`config.mk`:
```
export PLATFORM = sky130hd
export DESIGN_NAME = bump_region_allocator_flat
export DESIGN_NICKNAME = d
export VERILOG_FILES = /design/src/sv/bra_pkg.sv /design/src/sv/bra_in_if.sv /design/src/sv/bra_out_if.sv /design/src/sv/bump_region_allocator.sv /design/src/sv/bra_slot_table.sv /design/src/flat_wrapper.sv
export SDC_FILE = /design/constraint.sdc
export NUM_CORES = 2
export LEC_CHECK = 0
export BUFFER_PORTS_ARGS = -buffer_cell sky130_fd_sc_hd__buf_2
export CAP_MARGIN = 20
export CORE_UTILIZATION = 25
export CTS_CLUSTER_SIZE = 25
export DETAILED_ROUTE_END_ITERATION = 12
export MAX_ROUTING_LAYER = met4
export SETUP_SLACK_MARGIN = 0.2
export SKIP_LAST_GASP = 1
export SLEW_MARGIN = 20
export SYNTH_ARGS = -nofsm -noshare
export SYNTH_HDL_FRONTEND = slang
export SYNTH_HIERARCHICAL = 1
export SYNTH_SLANG_ARGS = --single-unit
```
`constraint.sdc`:
```
create_clock -name i_clk -period 20.8 [get_ports i_clk]
set_input_delay 1.04 -clock i_clk [delete_from_list [all_inputs] [get_ports i_clk]]
set_output_delay 1.04 -clock i_clk [all_outputs]
set_load 0.1 [all_outputs]
```
`src/sv/bra_pkg.sv`:
```
// shared types, codes and reset constants for the bump region allocator
// no dependencies
`default_nettype none
package bra_pkg;
    localparam int unsigned SLOTS_DEF = 32;

    localparam logic [31:0] PAGE_BIG_M1   = 32'h000F_FFFF;
    localparam logic [31:0] PAGE_SMALL_M1 = 32'h0000_FFFF;
    localparam logic [20:0] PAGE_BIG      = 21'h10_0000;
    localparam logic [20:0] PAGE_SMALL    = 21'h01_0000;

    localparam logic [31:0] RST_BASE      = 32'h4000_0000;
    localparam logic [31:0] RST_END       = 32'h5000_0000;
    localparam logic [31:0] RST_BUDGET    = 32'd223346688;
    localparam logic [31:0] RST_FOOTPRINT = 32'h017E_0000;

    localparam logic [2:0] CMD_ALLOC  = 3'd0;
    localparam logic [2:0] CMD_FREE   = 3'd1;
    localparam logic [2:0] CMD_QUERY  = 3'd2;
    localparam logic [2:0] CMD_LOOKUP = 3'd3;
    localparam logic [2:0] CMD_RESERVE = 3'd4;
    localparam logic [2:0] CMD_CHARGE = 3'd5;

    localparam logic [1:0] ST_OK    = 2'd0;
    localparam logic [1:0] ST_INVAL = 2'd1;
    localparam logic [1:0] ST_NOMEM = 2'd2;

    localparam logic [1:0] PCODE_SMALL   = 2'd2;
    localparam logic [1:0] PCODE_INVALID = 2'd3;

    localparam logic [2:0] REG_ACCT      = 3'd0;
    localparam logic [2:0] REG_BASE      = 3'd1;
    localparam logic [2:0] REG_END       = 3'd2;
    localparam logic [2:0] REG_BUDGET    = 3'd3;
    localparam logic [2:0] REG_FOOTPRINT = 3'd4;

    typedef struct packed {
        logic        valid;
        logic [31:0] start;
        logic [31:0] length;
        logic        big;
    } t_slot_rd;

    typedef struct packed {
        logic        we;
        logic        clr;
        logic [31:0] start;
        logic [31:0] length;
        logic        big;
    } t_slot_wr;
endpackage
`default_nettype wire

```
`src/sv/bra_in_if.sv`:
```
// command channel interface for the bump region allocator
// no dependencies
`default_nettype none
interface bra_in_if;
    logic        valid;
    logic        ready;
    logic [2:0]  cmd;
    logic [31:0] req_size;
    logic [1:0]  page_code;
    logic [31:0] align_bytes;
    logic [31:0] query_addr;
    modport source (output valid, cmd, req_size, page_code, align_bytes, query_addr,
                    input ready);
    modport sink (input valid, cmd, req_size, page_code, align_bytes, query_addr,
                  output ready);
endinterface
`default_nettype wire

```
`src/sv/bra_out_if.sv`:
```
// result channel interface for the bump region allocator
// no dependencies
`default_nettype none
interface bra_out_if;
    logic        valid;
    logic        ready;
    logic [1:0]  status;
    logic [31:0] granted_addr;
    logic [31:0] budget_total;
    logic [31:0] budget_avail;
    logic [20:0] found_page_size;
    modport source (output valid, status, granted_addr, budget_total, budget_avail,
                    found_page_size, input ready);
    modport sink (input valid, status, granted_addr, budget_total, budget_avail,
                  found_page_size, output ready);
endinterface
`default_nettype wire

```
`src/sv/bump_region_allocator.sv`:
```
// top level: command sequencer around one shared 41-bit add/subtract unit
// depends on bra_pkg, bra_in_if, bra_out_if, bra_slot_table
//
//  channel | dir | handshake     | beat contents
//  in_ch   | in  | valid/ready   | cmd, req_size, page_code, align_bytes, query_addr
//  out_ch  | out | valid/ready   | status, granted_addr, budget_total, budget_avail,
//          |     |               | found_page_size
//  cfg     | in  | i_cfg_we only | i_cfg_idx, i_cfg_data
//
// allocate, free and lookup walk the slot table (one slot per cycle); every command
// steps through its sequencer states in turn, as the shared adder sets these
// ready is high only when the sequencer is idle and no result beat is pending
// synchronous active-low reset; slot valid flags clear at once, no sweep
`default_nettype none
module bump_region_allocator
    import bra_pkg::*;
#(
    parameter int unsigned SLOTS = SLOTS_DEF
) (
    input  wire logic        i_clk,
    input  wire logic        i_rst_n,
    input  wire logic        i_cfg_we,
    input  wire logic [2:0]  i_cfg_idx,
    input  wire logic [31:0] i_cfg_data,
    bra_in_if.sink           in_ch,
    bra_out_if.source        out_ch
);
    localparam int unsigned IW = (SLOTS > 1) ? $clog2(SLOTS) : 1;
    localparam logic [IW-1:0] LAST = IW'(SLOTS - 1);

    localparam logic [3:0] S_IDLE = 4'd0;
    localparam logic [3:0] S_SIZE = 4'd1;
    localparam logic [3:0] S_PTR  = 4'd2;
    localparam logic [3:0] S_WIN  = 4'd3;
    localparam logic [3:0] S_BUD0 = 4'd4;
    localparam logic [3:0] S_BUD1 = 4'd5;
    localparam logic [3:0] S_SCAN = 4'd6;
    localparam logic [3:0] S_AL0  = 4'd7;
    localparam logic [3:0] S_AL1  = 4'd8;
    localparam logic [3:0] S_FREE = 4'd9;
    localparam logic [3:0] S_Q0   = 4'd10;
    localparam logic [3:0] S_Q1   = 4'd11;
    localparam logic [3:0] S_Q2   = 4'd12;
    localparam logic [3:0] S_CHG  = 4'd13;
    localparam logic [3:0] S_DONE = 4'd14;

    logic        r_acct;
    logic [31:0] r_wend, r_budget, r_fcharge;
    logic [31:0] r_nfa, r_own;
    logic [39:0] r_ext;
    logic        r_fdone;

    logic [3:0]  r_state;
    logic [2:0]  r_cmd;
    logic [31:0] r_req, r_am1, r_addr;
    logic [1:0]  r_pcode;
    logic [32:0] r_size;
    logic [40:0] r_tmp;
    logic [IW-1:0] r_idx;

    logic        r_out_valid;
    logic [1:0]  r_status;
    logic [31:0] r_granted, r_total, r_avail;
    logic [20:0] r_psize;

    // shared adder
    logic [40:0] op_a, op_b;
    logic        op_sub;
    logic [41:0] sum;
    assign sum = {1'b0, op_a} + {1'b0, (op_sub ? ~op_b : op_b)} + {41'd0, op_sub};

    t_slot_rd slot_rd;
    t_slot_wr slot_wr;

    bra_slot_table #(.SLOTS(SLOTS)) u_slots (
        .i_clk   (i_clk),
        .i_rst_n (i_rst_n),
        .i_idx   (r_idx),
        .i_wr    (slot_wr),
        .o_rd    (slot_rd)
    );

    logic        in_fire;
    logic [32:0] amask;
    logic [32:0] aligned;
    logic [39:0] ext_sat;
    assign in_fire = in_ch.valid && in_ch.ready;
    assign amask   = {1'b1, ~r_am1};
    assign aligned = sum[32:0] & amask;
    assign ext_sat = (sum[41:40] != 2'b00) ? '1 : sum[39:0];

    always_comb begin
        op_a = '0;
        op_b = '0;
        op_sub = 1'b0;
        case (r_state)
            S_SIZE: begin op_a = {9'd0, r_req}; op_b = {9'd0, r_am1}; end
            S_PTR:  begin op_a = {9'd0, r_nfa}; op_b = {9'd0, r_am1}; end
            S_WIN, S_AL0: begin op_a = {9'd0, r_nfa}; op_b = {8'd0, r_size}; end
            S_BUD0: begin op_a = {9'd0, r_own}; op_b = {1'b0, r_ext}; end
            S_BUD1: begin op_a = r_tmp; op_b = {8'd0, r_size}; end
            S_SCAN: begin op_a = {9'd0, slot_rd.start}; op_b = {9'd0, slot_rd.length}; end
            S_AL1:  begin op_a = {9'd0, r_own}; op_b = {8'd0, r_size}; end
            S_FREE: begin
                op_a = {9'd0, r_own}; op_b = {9'd0, slot_rd.length}; op_sub = 1'b1;
            end
            S_Q0:   begin op_a = {1'b0, r_ext}; op_b = {9'd0, r_fcharge}; end
            S_Q1:   begin op_a = {9'd0, r_own}; op_b = r_acct ? {1'b0, r_ext} : '0; end
            S_Q2:   begin op_a = {9'd0, r_budget}; op_b = r_tmp; op_sub = 1'b1; end
            S_CHG:  begin op_a = {1'b0, r_ext}; op_b = {9'd0, r_req}; end
            default: ;
        endcase
    end

    always_comb begin
        slot_wr.we     = (r_state == S_AL0);
        slot_wr.clr    = (r_state == S_FREE);
        slot_wr.start  = r_nfa;
        slot_wr.length = r_size[31:0];
        slot_wr.big    = (r_pcode != PCODE_SMALL);
    end

    assign in_ch.ready            = (r_state == S_IDLE) && !r_out_valid;
    assign out_ch.valid           = r_out_valid;
    assign out_ch.status          = r_status;
    assign out_ch.granted_addr    = r_granted;
    assign out_ch.budget_total    = r_total;
    assign out_ch.budget_avail    = r_avail;
    assign out_ch.found_page_size = r_psize;

    always_ff @(posedge i_clk) begin
        if (!i_rst_n) begin
            r_acct      <= 1'b1;
            r_wend      <= RST_END;
            r_budget    <= RST_BUDGET;
            r_fcharge   <= RST_FOOTPRINT;
            r_nfa       <= RST_BASE;
            r_own       <= '0;
            r_ext       <= '0;
            r_fdone     <= 1'b0;
            r_state     <= S_IDLE;
            r_out_valid <= 1'b0;
        end else begin
            if (out_ch.valid && out_ch.ready) begin
                r_out_valid <= 1'b0;
            end
            if (i_cfg_we) begin
                case (i_cfg_idx)
                    REG_ACCT:      r_acct <= i_cfg_data[0];
                    // the window base only matters as the new bump pointer
                    REG_BASE:      r_nfa     <= i_cfg_data;
                    REG_END:       r_wend    <= i_cfg_data;
                    REG_BUDGET:    r_budget  <= i_cfg_data;
                    REG_FOOTPRINT: r_fcharge <= i_cfg_data;
                    default: ;
                endcase
            end
            case (r_state)
                S_IDLE: begin
                    if (in_fire) begin
                        r_cmd     <= in_ch.cmd;
                        r_req     <= in_ch.req_size;
                        r_pcode   <= in_ch.page_code;
                        r_addr    <= in_ch.query_addr;
                        r_idx     <= '0;
                        r_status  <= ST_OK;
                        r_granted <= '0;
                        r_total   <= '0;
                        r_avail   <= '0;
                        r_psize   <= '0;
                        if (in_ch.cmd == CMD_RESERVE) begin
                            r_am1 <= (in_ch.align_bytes == '0) ? PAGE_SMALL_M1
                                                               : in_ch.align_bytes - 32'd1;
                        end else begin
                            r_am1 <= (in_ch.page_code == PCODE_SMALL) ? PAGE_SMALL_M1
                                                                      : PAGE_BIG_M1;
                        end
                        case (in_ch.cmd)
                            CMD_ALLOC, CMD_RESERVE: r_state <= S_SIZE;
                            CMD_FREE:    r_state <= S_SCAN;
                            CMD_LOOKUP: begin
                                r_psize <= PAGE_SMALL;
                                r_state <= S_SCAN;
                            end
                            CMD_QUERY:   r_state <= S_Q0;
                            CMD_CHARGE:  r_state <= S_CHG;
                            default: begin
                                r_status <= ST_INVAL;
                                r_state  <= S_DONE;
                            end
                        endcase
                    end
                end
                S_SIZE: begin
                    r_size  <= aligned;
                    r_state <= S_PTR;
                end
                S_PTR: begin
                    if (r_cmd == CMD_ALLOC && (r_pcode == PCODE_INVALID || r_size == '0)) begin
                        r_status <= ST_INVAL;
                        r_state  <= S_DONE;
                    end else if (aligned[32]) begin
                        r_status <= ST_NOMEM;
                        r_state  <= S_DONE;
                    end else begin
                        r_nfa   <= aligned[31:0];
                        r_state <= S_WIN;
                    end
                end
                S_WIN: begin
                    if (sum[33:0] > {2'b00, r_wend}) begin
                        r_status <= ST_NOMEM;
                        r_state  <= S_DONE;
                    end else if (r_cmd == CMD_RESERVE) begin
                        r_granted <= r_nfa;
                        r_nfa     <= sum[31:0];
                        r_state   <= S_DONE;
                    end else if (r_acct) begin
                        r_state <= S_BUD0;
                    end else begin
                        r_state <= S_SCAN;
                    end
                end
                S_BUD0: begin
                    r_tmp   <= sum[40:0];
                    r_state <= S_BUD1;
                end
                S_BUD1: begin
                    if (sum > {10'd0, r_budget}) begin
                        r_status <= ST_NOMEM;
                        r_state  <= S_DONE;
                    end else begin
                        r_state <= S_SCAN;
                    end
                end
                S_SCAN: begin
                    case (r_cmd)
                        CMD_ALLOC: begin
                            if (!slot_rd.valid) begin
                                r_state <= S_AL0;
                            end else if (r_idx == LAST) begin
                                r_status <= ST_NOMEM;
                                r_state  <= S_DONE;
                            end else begin
                                r_idx <= r_idx + IW'(1);
                            end
                        end
                        CMD_FREE: begin
                            if (slot_rd.valid && slot_rd.start == r_addr) begin
                                r_state <= S_FREE;
                            end else if (r_idx == LAST) begin
                                r_status <= ST_INVAL;
                                r_state  <= S_DONE;
                            end else begin
                                r_idx <= r_idx + IW'(1);
                            end
                        end
                        default: begin
                            // page lookup: containing range
                            if (slot_rd.valid && r_addr >= slot_rd.start &&
                                {1'b0, r_addr} < sum[32:0]) begin
                                r_psize <= slot_rd.big ? PAGE_BIG : PAGE_SMALL;
                                r_state <= S_DONE;
                            end else if (r_idx == LAST) begin
                                r_state <= S_DONE;
                            end else begin
                                r_idx <= r_idx + IW'(1);
                            end
                        end
                    endcase
                end
                S_AL0: begin
                    r_granted <= r_nfa;
                    r_nfa     <= sum[31:0];
                    r_state   <= S_AL1;
                end
                S_AL1: begin
                    r_own   <= (sum[41:32] != '0) ? '1 : sum[31:0];
                    r_state <= S_DONE;
                end
                S_FREE: begin
                    r_own   <= (r_own >= slot_rd.length) ? sum[31:0] : '0;
                    r_state <= S_DONE;
                end
                S_Q0: begin
                    if (!r_fdone) begin
                        r_fdone <= 1'b1;
                        if (r_acct) begin
                            r_ext <= ext_sat;
                        end
                    end
                    r_state <= S_Q1;
                end
                S_Q1: begin
                    r_tmp   <= sum[40:0];
                    r_state <= S_Q2;
                end
                S_Q2: begin
                    r_total <= r_budget;
                    r_avail <= (r_tmp >= {9'd0, r_budget}) ? '0 : sum[31:0];
                    r_state <= S_DONE;
                end
                S_CHG: begin
                    if (r_acct) begin
                        r_ext <= ext_sat;
                    end
                    r_state <= S_DONE;
                end
                S_DONE: begin
                    r_out_valid <= 1'b1;
                    r_state     <= S_IDLE;
                end
                default: r_state <= S_IDLE;
            endcase
        end
    end
endmodule
`default_nettype wire

```
`src/sv/bra_slot_table.sv`:
```
// slot table: valid flags plus start, length and page kind per slot
// depends on bra_pkg
`default_nettype none
module bra_slot_table
    import bra_pkg::*;
#(
    parameter int unsigned SLOTS = SLOTS_DEF,
    localparam int unsigned IW = (SLOTS > 1) ? $clog2(SLOTS) : 1
) (
    input  wire logic          i_clk,
    input  wire logic          i_rst_n,
    input  wire logic [IW-1:0] i_idx,
    input  wire t_slot_wr      i_wr,
    output t_slot_rd           o_rd
);
    logic [SLOTS-1:0] r_valid;
    logic [31:0]      r_start  [SLOTS];
    logic [31:0]      r_length [SLOTS];
    logic             r_big    [SLOTS];

    always_ff @(posedge i_clk) begin
        if (!i_rst_n) begin
            r_valid <= '0;
        end else if (i_wr.we) begin
            r_valid[i_idx] <= 1'b1;
        end else if (i_wr.clr) begin
            r_valid[i_idx] <= 1'b0;
        end
    end

    always_ff @(posedge i_clk) begin
        if (i_wr.we) begin
            r_start[i_idx]  <= i_wr.start;
            r_length[i_idx] <= i_wr.length;
            r_big[i_idx]    <= i_wr.big;
        end
    end

    assign o_rd = {r_valid[i_idx], r_start[i_idx], r_length[i_idx], r_big[i_idx]};
endmodule
`default_nettype wire

```
`src/flat_wrapper.sv`:
```
// flat-port wrapper written by rule: the top's interface ports become plain ports
module bump_region_allocator_flat import bra_pkg::*;
#(
    parameter int unsigned SLOTS = SLOTS_DEF
)
  (i_clk, i_rst_n, i_cfg_we, i_cfg_idx, i_cfg_data, in_ch_valid, in_ch_cmd, in_ch_req_size, in_ch_page_code, in_ch_align_bytes, in_ch_query_addr, in_ch_ready, out_ch_valid, out_ch_status, out_ch_granted_addr, out_ch_budget_total, out_ch_budget_avail, out_ch_found_page_size, out_ch_ready);
  bra_in_if in_ch_i ();
  bra_out_if out_ch_i ();
  input  wire logic i_clk;
  input  wire logic i_rst_n;
  input  wire logic i_cfg_we;
  input  wire logic [2:0] i_cfg_idx;
  input  wire logic [31:0] i_cfg_data;
  input wire logic [$bits(in_ch_i.valid)-1:0] in_ch_valid;
  input wire logic [$bits(in_ch_i.cmd)-1:0] in_ch_cmd;
  input wire logic [$bits(in_ch_i.req_size)-1:0] in_ch_req_size;
  input wire logic [$bits(in_ch_i.page_code)-1:0] in_ch_page_code;
  input wire logic [$bits(in_ch_i.align_bytes)-1:0] in_ch_align_bytes;
  input wire logic [$bits(in_ch_i.query_addr)-1:0] in_ch_query_addr;
  output wire logic [$bits(in_ch_i.ready)-1:0] in_ch_ready;
  output wire logic [$bits(out_ch_i.valid)-1:0] out_ch_valid;
  output wire logic [$bits(out_ch_i.status)-1:0] out_ch_status;
  output wire logic [$bits(out_ch_i.granted_addr)-1:0] out_ch_granted_addr;
  output wire logic [$bits(out_ch_i.budget_total)-1:0] out_ch_budget_total;
  output wire logic [$bits(out_ch_i.budget_avail)-1:0] out_ch_budget_avail;
  output wire logic [$bits(out_ch_i.found_page_size)-1:0] out_ch_found_page_size;
  input wire logic [$bits(out_ch_i.ready)-1:0] out_ch_ready;
  assign in_ch_i.valid = in_ch_valid;
  assign in_ch_i.cmd = in_ch_cmd;
  assign in_ch_i.req_size = in_ch_req_size;
  assign in_ch_i.page_code = in_ch_page_code;
  assign in_ch_i.align_bytes = in_ch_align_bytes;
  assign in_ch_i.query_addr = in_ch_query_addr;
  assign in_ch_ready = in_ch_i.ready;
  assign out_ch_valid = out_ch_i.valid;
  assign out_ch_status = out_ch_i.status;
  assign out_ch_granted_addr = out_ch_i.granted_addr;
  assign out_ch_budget_total = out_ch_i.budget_total;
  assign out_ch_budget_avail = out_ch_i.budget_avail;
  assign out_ch_found_page_size = out_ch_i.found_page_size;
  assign out_ch_i.ready = out_ch_ready;
  bump_region_allocator #(.SLOTS(SLOTS)) u_core (.i_clk(i_clk), .i_rst_n(i_rst_n), .i_cfg_we(i_cfg_we), .i_cfg_idx(i_cfg_idx), .i_cfg_data(i_cfg_data), .in_ch(in_ch_i), .out_ch(out_ch_i));
endmodule
```
Word level (Yosys, flattened, before mapping)
Memories as Yosys holds them, arrays and structs flattened. A register that Yosys moved wholly into a read port is not among the register bits. Index checks and enable logic that the tools add are counted.

$add $sub $neg: 4. Bitwise operators: 6. Order comparisons: 8. Reduce and logical (&&, ||, !) cells: 52. Equal/unequal tests: 45. Multiplexer cells: 81.

Operator list (count): $mux 32 (16); $pmux 41 s8 (1); $pmux 41 s7 (1); $pmux 32 s2 (3); $pmux 32 s3 (2); $mux 40 (4); $mux 21 (4); $pmux 40 s2 (1); $ge 32x32->1 (2); $not 32->32 (2); $pmux 4 s11 (1); $add 41x41->42 (1); $add 42x1->42 (1); $gt 42x32->1 (1); $pmux 21 s2 (1); $ge 41x32->1 (1); $mux 41 (1); $not 41->41 (1); $mux 4 (10); $mux 5 (8); $gt 34x32->1 (1); $and 33x33->33 (1); $logic_not 33->1 (1); $lt 32x33->1 (1); 52 further kinds (130).

Memory bits (writable): 2080. Register bits: 538. Memories kept: 3. Output and inout bits: 121. Logic and storage cells: 223.

Memories: u_core.u_slots.r_length (words 32, bits a word 32, rd ports 1, clocked after memory_dff 1, write ports 1, line bra_slot_table.sv:18) `logic [31:0] r_length [SLOTS];`; u_core.u_slots.r_start (words 32, bits a word 32, rd ports 1, clocked after memory_dff 1, write ports 1, line bra_slot_table.sv:17) `logic [31:0] r_start [SLOTS];`; u_core.u_slots.r_big (words 32, bits a word 1, rd ports 1, clocked after memory_dff 1, write ports 1, line bra_slot_table.sv:19) `logic r_big [SLOTS];`.

Depth between registers and ports, before layout
Depth after elaboration: 13. Mapped depth: 37.

Hierarchy
Netlist, hierarchy kept.

By module, submodules not included: bra_slot_table (instances 1, cells an instance 4271, area each 80056.8 um^2); bump_region_allocator (instances 1, cells an instance 3042, area each 28832.7 um^2).

Least setup slack after synthesis
OpenSTA, ideal clock, no wires.

Path kind: reg-to-reg. Start point: reg, netlist name u_core/r_idx[0]. End point: reg u_core.r_granted[0] (netlist: u_core/out_ch.granted_addr[0]) (enable). Data arrival time: 9.100 ns. Period minus slack after synthesis: 9.561 ns. Setup time: 0.461 ns. Cell stages (with the launch flop): 33. Path slack: 11.239 ns. Required time: 20.339 ns. Cell sequence: edfxtp_1 -> buf_4 -> clkbuf_1 -> buf_2 -> mux2i_1 -> o22ai_1 -> nor4_1 -> nand2_1 -> nand3b_1 -> a21oi_1 -> or4_4 -> a211o_4 -> and2_1 -> fa_1 -> a21o_1 -> a221oi_1 -> o21bai_1 -> a21oi_1 -> o21bai_1 -> a21oi_1 -> o21ai_0 -> a21o_1 -> a21oi_1 -> xor2_1 -> inv_1 -> ha_1 -> nand4_1 -> nor3_1 -> nand4_1 -> and3_1 -> a211oi_4 -> a21oi_2 -> nor3_1.

RTL lines: end signal, assigned (line bump_region_allocator.sv:215) `r_granted <= r_nfa;`; end signal, assigned (line bump_region_allocator.sv:273) `r_granted <= r_nfa;`; end, declared (line bump_region_allocator.sv:63) `logic [31:0] r_granted, r_total, r_avail;`.

Final worst setup path
Start point: reg u_core.r_idx[0]. End point: reg u_core.r_status[0] (netlist: u_core/out_ch.status[0]) (enable).

Word-level cells in the longest chain between the ends: 5.

Ends and longest elaborated chain: start, declared (line bump_region_allocator.sv:59) `logic [IW-1:0] r_idx;`; start signal, assigned (line bump_region_allocator.sv:245) `r_idx <= r_idx + IW'(1);`; start signal, assigned (line bump_region_allocator.sv:255) `r_idx <= r_idx + IW'(1);`; start signal, assigned (line bump_region_allocator.sv:267) `r_idx <= r_idx + IW'(1);`; $bmux 1 s5 (line bra_slot_table.sv:39) `assign o_rd = {r_valid[i_idx], r_start[i_idx], r_length[i_idx], r_big[i_idx]};`; $mux 1 (implied by the code) (line bra_slot_table.sv:39); $logic_and 1x1->1 (line bump_region_allocator.sv:249) `if (slot_rd.valid && slot_rd.start == r_addr) begin`; $ne 3x3->1 (no line); $reduce_and 11->1 (no line) *; end signal, assigned (line bump_region_allocator.sv:230) `r_status <= ST_NOMEM;`; end signal, assigned (line bump_region_allocator.sv:242) `r_status <= ST_NOMEM;`; end signal, assigned (line bump_region_allocator.sv:252) `r_status <= ST_INVAL;`; end, declared (line bump_region_allocator.sv:62) `logic [1:0] r_status;`.

Every way passes the cells marked *; elsewhere a longest branch is shown, timed or not. The select of a mux whose other input is x is not followed. A chain may end at the register's enable or synchronous reset.

==> flow_summary.yaml <==
hold_path:
  hold_class: "input pin to register"
  hold_path_depth: 1
  hold_end: "u_core/r_addr[8]$_DFFE_PP_"
  hp-start: "in_ch_query_addr[8]"
placed_design:
  pre_cts_slack_ns: 8.808
  dp_hpwl_mm: 243.2
  gp_congestion: 0.9731
  io_buffers: 242
synth:
  yosysUniqueCellTypes: 91
  avgSynthCellArea_um2: 14.89
  synth_seq_area_share_pct: 69.48
  synth_edf_count: 2360
  netlist_instances: 7313
  synthArstFlopShare_pct: 0
  synth_simple_gate_area_share_pct: 5.264
  synth_xor_xnor_area_share_pct: 0.7561
  synthMuxAreaShare_pct: 10.05
  synth_fa_ha_area_share_pct: 2.661
  yosysWarnings: 6
  ys_ff_latch: 2599
  synth_top_family_by_area: "multiplexers"
  synth_flop_cell: "edfxtp_1"
  synth-compound-area-share_pct: 9.315
  syn_area_um2: 108900
global_routing:
  use_met3_pct: 2.599
  gr-total-overflow: 0
  grt_max_degree: 123
  grt_usage_pct: 17.45
  grt_pass1_vias: 67412
  use_met2_pct: 28.48
  busiest_layer: "met2"
  grt_pass1_wl_mm: 532.0
  antenna_found_initial: 11
  grt_use_met1_pct: 21.85
die:
  io_pins: 262
  die_y_um: 662.0
  fp.coreArea_um2: 433900
  dieArea_um2: 438200
  start_util_pct: 25.10
  die_x_um: 662.0
  num_rows: 242
sta:
  post-route-min-period_ns: 12.53
  hold_violations: 0
  fmaxAchievable_ghz: 0.07983
  post-route-period-util_pct: 60.22
  rsz0062_at_grt: "false"
  finalSetupViolCount: 0
  slew_viol_final: 0
  tns_ns: 0
  relSlewSlack_pct: 19.90
  clock_skew_ns: 0.08216
  setup_ws_ns: 8.274
  worst_pin_slew_ns: 1.191
power:
  p_leak_uw: 0.04334
  ir_worst_vdd_mv: 0.1257
  pwr_density_cell_nw_per_um2: 121.8
cts:
  clock-root-buffer: "clkbuf_16"
  cts_resized: 0
  cts-hold-fix-buffers: 0
  clock_sinks: 2599
  cts.path.max_buffers: 4
  path_clk_slew_ns: 0.07
  insertion_delay_ns: 0.94
  cts_tree: "yes"
  htreeDepth: 4
  post_cts_buffers: 0
  cts_buffers: 248
routing:
  via_per_inst: 5.173
  first_pass_iters: 11
  wire_per_inst_um: 28.49
  route.detailed.drc: 0
  vias: 70369
  drtIter0Drc: 9284
  wirelength_mm: 387.6
  ant_nets: 0
cells_and_area:
  final_layout_size_suffix_gt1_share_pct: 12.48
  mostFrequentLayoutCells: "edfxtp_1 (2360), mux2i_1 (1092), o22ai_1 (530)"
  final_common_cell: "edfxtp_1"
  nets: 8027
  area_growth_syn_to_layout_pct: 15.69
setup_path:
  ff2ff_path_depth: 30
  cp.required_ns: 21.33
  crit_slowest_cell: "edfxtp_1"
  crit_type: "register to register"
  rrSetupSlack_ns: 8.27
  cp.arrival_ns: 13.05
  crit_path_start_kind: "register"
  endpoint_kind: "register"
  path_buf_inv: 4
  cp_top_family: "simple AND/OR/NAND/NOR gates"
  critPathMaxFanout: 120
  crit-reg2reg-launch: "u_core/r_idx[0]$_SDFFCE_PN0P_"
  r2r_end: "u_core/out_ch.status[0]$_DFFE_PP_"
  max_stage_delay_ns: 0.96
flow_run:
  cap_violations: 0
run_status:
  outcome: "complete, no violations"
kinds of logic (layout without fill, tap and decap cells):
family / count (synthesis) / count (layout)
adders and majority gates: 231 / 231
DFF: 2599 / 2599
muxes: 1093 / 1093
and+or+nand+nor: 1182 / 1182
other: 1 / 38
buffers and inverters: 624 / 1144
xor gates and xnor gates: 94 / 94
AOI/OAI and AO/OA: 1489 / 1489
worst max path at each step:
| stage | from | slack, ns | depth (start not counted) | endpoint |
|---|---|---|---|---|
| detailed placement | u_core/r_idx[0]$_SDFFCE_PN0P_ | 8.81 | 31 | u_core/out_ch.status[0]$_DFFE_PP_ |
| global placement | u_core/r_idx[0]$_SDFFCE_PN0P_ | 8.74 | 33 | u_core/r_idx[0]$_SDFFCE_PN0P_ |
| CTS | u_core/r_idx[0]$_SDFFCE_PN0P_ | 8.62 | 31 | u_core/out_ch.status[0]$_DFFE_PP_ |
| finish | u_core/r_idx[0]$_SDFFCE_PN0P_ | 8.27 | 30 | u_core/out_ch.status[0]$_DFFE_PP_ |
| floorplan | u_core/r_idx[0]$_SDFFCE_PN0P_ | 11.24 | 32 | u_core/out_ch.granted_addr[0]$_SDFFCE_PN0P_ |
| global route | u_core/r_idx[0]$_SDFFCE_PN0P_ | 7.91 | 31 | u_core/out_ch.status[0]$_DFFE_PP_ |
per-stage QoR:
stage / power [µW] / cells / hold WS (ns) / util (%) / instance area (µm²)
finish: 15340 / 13604 / 0.3270 / 29.03 / 126000
global route: 15760 / 13595 / 0.2881 / 29.03 / 126000
CTS: 15260 / 13570 / 0.2523 / 28.97 / 125700
detailed placement: 10840 / 13124 / 0.4475 / 27.17 / 117900
global placement: 10820 / 13121 / 0.4424 / 27.15 / 117800
floorplan: 9005 / 7331 / 0.4251 / - / 109000
flip-flops by register name, indices dropped and copies added (netlist names), 33 cells and up, named ones only:
signal and flops:
u_core/u_slots/r_start 1024, u_core/u_slots/r_length 1024, u_core/r_tmp 41, u_core/r_size 33, u_core/r_ext 40
synth_stat cells (21+ instances only):
cell type	number	area, µm²
nand4_1	46	287.8
a21o_1	82	615.6
buf_2	150	750.7
inv_1	191	716.9
ha_1	230	2878
buf_1	23	86.33
o211ai_1	27	202.7
nor2_1	226	848.3
o21a_1	120	900.9
xnor2_1	69	604.3
nor2b_1	22	137.6
mux2i_1	1092	10930
a21oi_1	283	1416
clkbuf_1	224	840.8
a311oi_1	21	183.9
dfxtp_1	239	4785
o22ai_1	531	3322
o32ai_2	25	406.6
nand2_1	422	1584
edfxtp_1	2360	70870
o21ai_0	101	505.5
buf_4	26	195.2
and2_1	44	275.3
a222oi_1	62	620.6
xor2_1	25	219.0
nor3_1	35	175.2
a22oi_1	66	495.5
nor4_1	161	1007
nand3_1	115	575.6
a221oi_1	40	350.3
cell type report:
class,instances,area (µm²)
fill,43084,307900
sequential,2599,75660
clock buffer,307,6501
inverter,192,721.9
antenna,19,47.55
timing repair buffer,506,3395
multi-input combinational,4108,31160
tap,5734,7174
clock inverter,139,1316
per-layer routing:
metal,up-vias,part of all wire [%],wire length [µm]
met4,0,4.4,17020
li1,29436,-,-
met3,739,8.3,32300
met1,36371,40,153900
met2,3823,48,184300
met5,-,0,0
power by group:
part | internal, µW | total, µW | switching [µW]
Sequential | 5990 | 6150 | 168
Combinational | 1340 | 4730 | 3390
Clock | 2470 | 4450 | 1980
(Power assumes the default switching activity.)
